--- src/hdl/wfg_pkg.sv ---
// Package for the wait-for graph deadlock check: types, codes, defaults.
// No dependencies; used by every module of the block but wfg_peel.
`timescale 1ns / 1ps

package wfg_pkg;

    localparam int THREADS_DEF = 8;
    localparam int LOCKS_DEF   = 8;
    localparam int IDX_W       = 3;
    localparam int OP_W        = 2;
    localparam int DATA_W      = 8;

    typedef enum logic [OP_W-1:0] {
        OP_REQUEST = 2'd0,
        OP_ACQUIRE = 2'd1,
        OP_RELEASE = 2'd2
    } op_t;

    localparam logic STATUS_OK      = 1'b0;
    localparam logic STATUS_REFUSED = 1'b1;

    typedef enum logic {
        ST_IDLE,
        ST_PEEL
    } state_t;

    typedef struct packed {
        logic accept;
        logic step;
        logic finish;
        logic load_out;
    } ctrl_t;

endpackage

--- src/hdl/wfg_peel.sv ---
// One peel step of the cycle search over the wait-for graph.
// Depends on nothing but its parameters; used by the top level.
`timescale 1ns / 1ps

module wfg_peel #(
    parameter int THREADS = 8,
    parameter int LOCKS   = 8
) (
    input  logic [THREADS-1:0][LOCKS-1:0] waits_for,
    input  logic [LOCKS-1:0][THREADS-1:0] held_by,
    input  logic [THREADS-1:0]            alive_t,
    input  logic [LOCKS-1:0]              alive_l,
    output logic [THREADS-1:0]            alive_t_nx,
    output logic [LOCKS-1:0]              alive_l_nx
);

    // a node stays alive only while it has an edge to a live node
    always_comb
    begin
        for (int i = 0; i < THREADS; i++)
        begin
            alive_t_nx[i] = alive_t[i] & (|(waits_for[i] & alive_l));
        end
        for (int j = 0; j < LOCKS; j++)
        begin
            alive_l_nx[j] = alive_l[j] & (|(held_by[j] & alive_t));
        end
    end

endmodule

--- src/hdl/wfg_ctrl.sv ---
// Sequencer of the deadlock check: accepts a transfer, runs the peel loop.
// Depends on wfg_pkg.
`timescale 1ns / 1ps

module wfg_ctrl
    import wfg_pkg::*;
(
    input  logic  clk,
    input  logic  rst_n,
    input  logic  s_tvalid,
    input  logic  out_free,
    input  logic  is_request,
    input  logic  converged,
    output logic  s_tready,
    output ctrl_t ctrl
);

    state_t state_reg;
    state_t state_next;

    always_ff @(posedge clk or negedge rst_n)
    begin
        if (!rst_n)
        begin
            state_reg <= ST_IDLE;
        end
        else
        begin
            state_reg <= state_next;
        end
    end

    always_comb
    begin
        state_next = state_reg;
        case (state_reg)
            ST_IDLE:
            begin
                if (s_tvalid && out_free && is_request)
                begin
                    state_next = ST_PEEL;
                end
            end
            ST_PEEL:
            begin
                if (converged)
                begin
                    state_next = ST_IDLE;
                end
            end
            default:
            begin
                state_next = ST_IDLE;
            end
        endcase
    end

    always_comb
    begin
        s_tready      = 1'b0;
        ctrl          = '0;
        case (state_reg)
            ST_IDLE:
            begin
                s_tready      = out_free;
                ctrl.accept   = s_tvalid && out_free;
                ctrl.load_out = s_tvalid && out_free && !is_request;
            end
            ST_PEEL:
            begin
                ctrl.step     = 1'b1;
                ctrl.finish   = converged;
                ctrl.load_out = converged;
            end
            default:
            begin
                s_tready = 1'b0;
            end
        endcase
    end

endmodule

--- src/hdl/wait_for_graph_deadlock_check.sv ---
// Top level of the wait-for graph deadlock check: graph matrices, peel loop.
// Depends on wfg_pkg, wfg_peel and wfg_ctrl.
//
//  port group  dir  fields (lowest bit first)
//  s_*         in   tuser: req_type; tdata: thread_idx, lock_idx
//  m_*         out  tdata: status
//
// Acquire, release and out-of-range or unknown operations load their status
// on acceptance; it is valid in the next cycle. A request runs peel steps
// until stable; the shared peel unit removes all dead-end nodes once per cycle.
// Reset clears both matrices at once; no sweep is needed.
// A result waiting on m_tready holds s_tready low until it is taken.
`timescale 1ns / 1ps

module wait_for_graph_deadlock_check
    import wfg_pkg::*;
#(
    parameter int THREADS = THREADS_DEF,
    parameter int LOCKS   = LOCKS_DEF
) (
    input  logic              clk,
    input  logic              rst_n,
    input  logic              s_tvalid,
    output logic              s_tready,
    input  logic [DATA_W-1:0] s_tdata,  // thread_idx, lock_idx
    input  logic [OP_W-1:0]   s_tuser,  // req_type
    output logic              m_tvalid,
    input  logic              m_tready,
    output logic [DATA_W-1:0] m_tdata   // status
);

    localparam int TW = (THREADS > 1) ? $clog2(THREADS) : 1;
    localparam int LW = (LOCKS > 1) ? $clog2(LOCKS) : 1;

    logic [THREADS-1:0][LOCKS-1:0] waits_reg, waits_next;
    logic [LOCKS-1:0][THREADS-1:0] held_reg, held_next;
    logic [THREADS-1:0]            alive_t_reg, alive_t_next, alive_t_nx;
    logic [LOCKS-1:0]              alive_l_reg, alive_l_next, alive_l_nx;
    logic [TW-1:0]                 t_reg, t_next, t_in;
    logic [LW-1:0]                 l_reg, l_next, l_in;
    logic                          m_valid_reg, m_valid_next;
    logic                          status_reg, status_next;
    logic                          in_range, is_request, converged, cycle_found;
    logic                          out_free;
    ctrl_t                         ctrl;

    assign in_range   = (32'(s_tdata[IDX_W-1:0]) < THREADS)
                     && (32'(s_tdata[2*IDX_W-1:IDX_W]) < LOCKS);
    assign is_request = in_range && (s_tuser == OP_REQUEST);
    assign t_in       = TW'(s_tdata[IDX_W-1:0]);
    assign l_in       = LW'(s_tdata[2*IDX_W-1:IDX_W]);
    assign out_free   = !m_valid_reg || m_tready;

    assign converged   = (alive_t_nx == alive_t_reg) && (alive_l_nx == alive_l_reg);
    assign cycle_found = (|alive_t_reg) || (|alive_l_reg);

    wfg_peel #(
        .THREADS (THREADS),
        .LOCKS   (LOCKS)
    ) u_peel (
        .waits_for  (waits_reg),
        .held_by    (held_reg),
        .alive_t    (alive_t_reg),
        .alive_l    (alive_l_reg),
        .alive_t_nx (alive_t_nx),
        .alive_l_nx (alive_l_nx)
    );

    wfg_ctrl u_ctrl (
        .clk        (clk),
        .rst_n      (rst_n),
        .s_tvalid   (s_tvalid),
        .out_free   (out_free),
        .is_request (is_request),
        .converged  (converged),
        .s_tready   (s_tready),
        .ctrl       (ctrl)
    );

    always_comb
    begin
        waits_next   = waits_reg;
        held_next    = held_reg;
        alive_t_next = alive_t_reg;
        alive_l_next = alive_l_reg;
        t_next       = t_reg;
        l_next       = l_reg;
        if (ctrl.accept)
        begin
            t_next = t_in;
            l_next = l_in;
            if (in_range)
            begin
                case (s_tuser)
                    OP_REQUEST:
                    begin
                        waits_next[t_in][l_in] = 1'b1;
                        alive_t_next           = '1;
                        alive_l_next           = '1;
                    end
                    OP_ACQUIRE:
                    begin
                        waits_next[t_in][l_in] = 1'b0;
                        held_next[l_in][t_in]  = 1'b1;
                    end
                    OP_RELEASE:
                    begin
                        held_next[l_in][t_in] = 1'b0;
                    end
                    default:
                    begin
                        held_next = held_reg;
                    end
                endcase
            end
        end
        if (ctrl.step)
        begin
            alive_t_next = alive_t_nx;
            alive_l_next = alive_l_nx;
        end
        // refused request: drop its wait edge again
        if (ctrl.finish && cycle_found)
        begin
            waits_next[t_reg][l_reg] = 1'b0;
        end
    end

    always_comb
    begin
        m_valid_next = m_valid_reg && !m_tready;
        status_next  = status_reg;
        if (ctrl.load_out)
        begin
            m_valid_next = 1'b1;
            status_next  = (ctrl.finish && cycle_found) ? STATUS_REFUSED : STATUS_OK;
        end
    end

    always_ff @(posedge clk or negedge rst_n)
    begin
        if (!rst_n)
        begin
            waits_reg   <= '0;
            held_reg    <= '0;
            m_valid_reg <= 1'b0;
        end
        else
        begin
            waits_reg   <= waits_next;
            held_reg    <= held_next;
            m_valid_reg <= m_valid_next;
        end
    end

    always_ff @(posedge clk)
    begin
        alive_t_reg <= alive_t_next;
        alive_l_reg <= alive_l_next;
        t_reg       <= t_next;
        l_reg       <= l_next;
        status_reg  <= status_next;
    end

    assign m_tvalid = m_valid_reg;
    assign m_tdata  = {{(DATA_W-1){1'b0}}, status_reg};

endmodule

--- config.mk ---
export PLATFORM = sky130hd
export DESIGN_NAME = wait_for_graph_deadlock_check
export DESIGN_NICKNAME = d
export VERILOG_FILES = /design/src/hdl/wfg_pkg.sv /design/src/hdl/wfg_peel.sv /design/src/hdl/wfg_ctrl.sv /design/src/hdl/wait_for_graph_deadlock_check.sv
export SDC_FILE = /design/constraint.sdc
export NUM_CORES = 1
export LEC_CHECK = 0
export BUFFER_PORTS_ARGS = -buffer_cell sky130_fd_sc_hd__buf_2
export CORE_ASPECT_RATIO = 0.5
export CORE_MARGIN = 8
export CORE_UTILIZATION = 40
export CTS_BUF_LIST = sky130_fd_sc_hd__clkbuf_16
export DETAILED_ROUTE_END_ITERATION = 10
export SYNTH_ARGS = -nofsm -noshare
export SYNTH_HDL_FRONTEND = slang
export SYNTH_SLANG_ARGS = --single-unit
--- constraint.sdc ---
create_clock -name clk -period 5.3 [get_ports clk]
set_input_delay 0.795 -clock clk [delete_from_list [all_inputs] [get_ports clk]]
set_output_delay 0.795 -clock clk [all_outputs]
set_load 0.03 [all_outputs]
==> impl_metrics.env <==
export IMPL_number_of_synthesized_flops_with_an_enable_pin=23
export IMPL_grt_first_pass_wirelength_microns=42500
export IMPL_synth_area_leaders="sky130_fd_sc_hd__dfrtp_1 (36%), sky130_fd_sc_hd__a22oi_1 (10%), sky130_fd_sc_hd__a31oi_4 (9.5%)"
export IMPL_first_pass_iters=5
export IMPL_dpl_cell_area_sq_um=8900
export IMPL_timing_hold_violations_final=0
export IMPL_post_route_period_util=0.650
export IMPL_die_width_microns=227
export IMPL_yosys_warnings=0
export IMPL_antenna_found_initial=0
export IMPL_insertedDiodeCount=0
export IMPL_synth_ff_latch_count=153
export IMPL_place_port_buffers=14
export IMPL_synth_area_per_cell_sq_um=9.77
export IMPL_pwr_share_clk=0.284
export IMPL_period_minus_slack_ps=3450
export IMPL_rrSetupSlack_ps=1850
export IMPL_area_sequential_sq_um=3940
export IMPL_final_core_utilization=0.432
export IMPL_total_leakage_power_nw=3.31
export IMPL_std_cell_rows=38
export IMPL_vias=7332
export IMPL_clk_path_buf_depth=2
export IMPL_cpMaxStageDelayCell="sky130_fd_sc_hd__nor3_4"
export IMPL_gp_congestion=0.844
export IMPL_finalNetCount=873
export IMPL_root_buffer="sky130_fd_sc_hd__clkbuf_16"
export IMPL_drv_slew=0
export IMPL_fp_dieArea_sq_um=27600
export IMPL_critical_path_max_fanout=41
export IMPL_num_fill_cells=2102
export IMPL_routedWlPerCell_microns=23.4
export IMPL_sw_frac_of_total=0.419
export IMPL_setup_tns_final_ps=0
export IMPL_vdd_ir_drop_worst_v=0.000433
export IMPL_status="completed"
export IMPL_cpPeakStageDelay_ps=870
export IMPL_ctsHtreeMaxLevel=4
export IMPL_criticalPathCategory="flop to flop"
export IMPL_crit_arrival_ps=3730
export IMPL_drive_gt1_frac=0.128
export IMPL_floorplan_initialDensity=0.410
export IMPL_numCtsBuffers=17
export IMPL_via_count_of_the_first_global_routing_pass=6972
export IMPL_worst_skew_pair_late_latency_ps=430
export IMPL_power_density_normalized_to_cell_area_nw_per_um2=410
export IMPL_most_common_cell_after_layout_fill_and_taps_aside="sky130_fd_sc_hd__dfrtp_1"
export IMPL_drt_first_iter_violations=895
export IMPL_cts_hold_buffers=0
export IMPL_sequential_element_share_of_the_synthesized_area=0.442
export IMPL_multi_input_area_sq_um=4350
export IMPL_synthToLayoutAreaGrowth_pct=5.47
export IMPL_p_sw_w=0.00162
export IMPL_top_ports=24
export IMPL_groute_usage_overall=0.201
export IMPL_combinationalPowerShare=0.270
export IMPL_route_detailed_vias_per_inst=6.28
export IMPL_detailedPlacementHpwl_microns=17300
export IMPL_cap_violations=0
export IMPL_overflow=0
export IMPL_p_int_w=0.00224
export IMPL_coreArea_sq_um=21800
export IMPL_worstPathCellList="a22oi_1 -> and4_1 -> a22oi_1 -> nand2_1 -> nor3_4 -> buf_12 -> a31oi_1"
export IMPL_rsz0062_at_grt="no"
export IMPL_critPathRequiredTime_ps=5590
export IMPL_crit_reg2reg_capture="waits_reg[63]"
export IMPL_cts_repair_resize_count=0
export IMPL_tritoncts_clock_tree="done"
export IMPL_maxSlewHeadroom=0.263
export IMPL_route_antenna_remaining_nets=0
export IMPL_max_clock_skew_ps=7.86
export IMPL_async_reset_ff_frac=0.850
export IMPL_crit_end="waits_reg[63]"
export IMPL_critPathLaunchType="flop"
export IMPL_max_freq_mhz=290
export IMPL_synth_ff_type="sky130_fd_sc_hd__dfrtp_1"
export IMPL_drcViolationCount=0
export IMPL_actual_transition_at_the_worst_max_transition_pin_ps=1100
export IMPL_critical_path_reg2reg_startpoint="alive_l_reg[6]"
export IMPL_critPathLaunch="alive_l_reg[6]"
export IMPL_endpoint_kind="flop"
export IMPL_power_share_sequential=0.446
export IMPL_number_of_setup_buffers_added_after_cts=0
export IMPL_pin_count_of_the_biggest_net_entering_global_routing=90
export IMPL_yosys_cell_types_count=42
export IMPL_cts_clk_slew_worst_paths_ps=60
export IMPL_synth_top_cell_area_share=0.365
export IMPL_min_delay_path_class="input pin to async pin"
export IMPL_layout_cell_area_non_filler_sq_um=9410
export IMPL_setup_violations_final=0
export IMPL_routed_wirelength_microns=27300
export IMPL_clkSinkCount=153
export IMPL_most_prevalent_standard_cell_on_the_critical_path="sky130_fd_sc_hd__a22oi_1"
export IMPL_synth_top_cell_by_area="sky130_fd_sc_hd__dfrtp_1"
export IMPL_final_cell_mix="sky130_fd_sc_hd__dfrtp_1 (130), sky130_fd_sc_hd__a22oi_1 (119), sky130_fd_sc_hd__nor2_1 (85)"
export IMPL_synthesis_area_sq_um=8920
export IMPL_synthCells=913
export IMPL_reg2reg_depth=7
export IMPL_vert_die_dim_microns=122
[power by group through the flow]
stage | sequential, W | combinational (W) | clock [W]
global placement | 0.00173 | 0.00102 | 0
floorplan | 0.00143 | 0.00104 | 0
finish | 0.00172 | 0.00104 | 0.00110
global route | 0.00173 | 0.00111 | 0.00115
detailed placement | 0.00172 | 0.00104 | 0
CTS | 0.00171 | 0.00104 | 0.00111
[per-stage QoR]
stage	hold slack, ps	setup WS [ps]	instances	total power (W)
2_1_floorplan	496	2750	919	0.00247
3_3_place_gp	521	1970	1137	0.00275
3_5_place_dp	529	1990	1137	0.00276
4_1_cts	474	1950	1168	0.00385
5_1_grt	498	1700	1168	0.00400
6_report	399	1850	1168	0.00386
[routing by layer]
| metal | share of wire | vias to the layer above | track usage |
|---|---|---|---|
| met3 | 0.080 | 52 | 0.0449 |
| met2 | 0.45 | 325 | 0.310 |
| met4 | 0.028 | 0 | 0.0818 |
| li1 | - | 3317 | - |
| met5 | 0 | - | 0 |
| met1 | 0.44 | 3638 | 0.272 |
[synth_stat cells (13+ instances only)]
cell type,n
sky130_fd_sc_hd__a21oi_1,64
sky130_fd_sc_hd__nand2_1,83
sky130_fd_sc_hd__a22oi_1,119
sky130_fd_sc_hd__buf_2,27
sky130_fd_sc_hd__buf_4,28
sky130_fd_sc_hd__a31oi_1,64
sky130_fd_sc_hd__dfrtp_1,130
sky130_fd_sc_hd__clkbuf_1,38
sky130_fd_sc_hd__inv_1,17
sky130_fd_sc_hd__edfxtp_1,23
sky130_fd_sc_hd__a31oi_4,40
sky130_fd_sc_hd__nor2_1,85
sky130_fd_sc_hd__nor3_1,81
sky130_fd_sc_hd__o21ai_0,13
[final cells by class]
cell class / count / share of cell area
clock inverter: 13 / 0.00665
sequential: 153 / 0.419
inverter: 17 / 0.00678
clock buffer: 18 / 0.0479
multi-input combinational: 644 / 0.462
tap: 300 / 0.0399
timing repair buffer: 23 / 0.0179
[critical path, delay by kind of cell (launching register included)]
family | cells | cell delay, ps
simple gates | 3 | 1350
flops | 1 | 730
compound gates | 3 | 690
buf+inv | 1 | 440
[kinds of logic (layout without fill, tap and decap cells)]
logic type,Yosys count,count (layout),share of synthesized area
adders and majority gates,3,3,0.00421
and+or+nand+nor,305,305,0.162
other,1,7,0.000420
DFF,153,153,0.442
AOI/OAI and AO/OA,329,329,0.315
buffers and inverters,122,71,0.0759
[worst min path at each step]
| stage | from | endpoint | depth (start not counted) |
|---|---|---|---|
| 2_1_floorplan | rst_n | async pin | 0 |
| 3_3_place_gp | flop | flop | 2 |
| 3_5_place_dp | flop | flop | 2 |
| 4_1_cts | rst_n | waits_reg[31] | 1 |
| 5_1_grt | rst_n | waits_reg[47] | 1 |
| 6_report | rst_n | waits_reg[47] | 1 |
No activity file was read; power rests on OpenSTA's default activity.
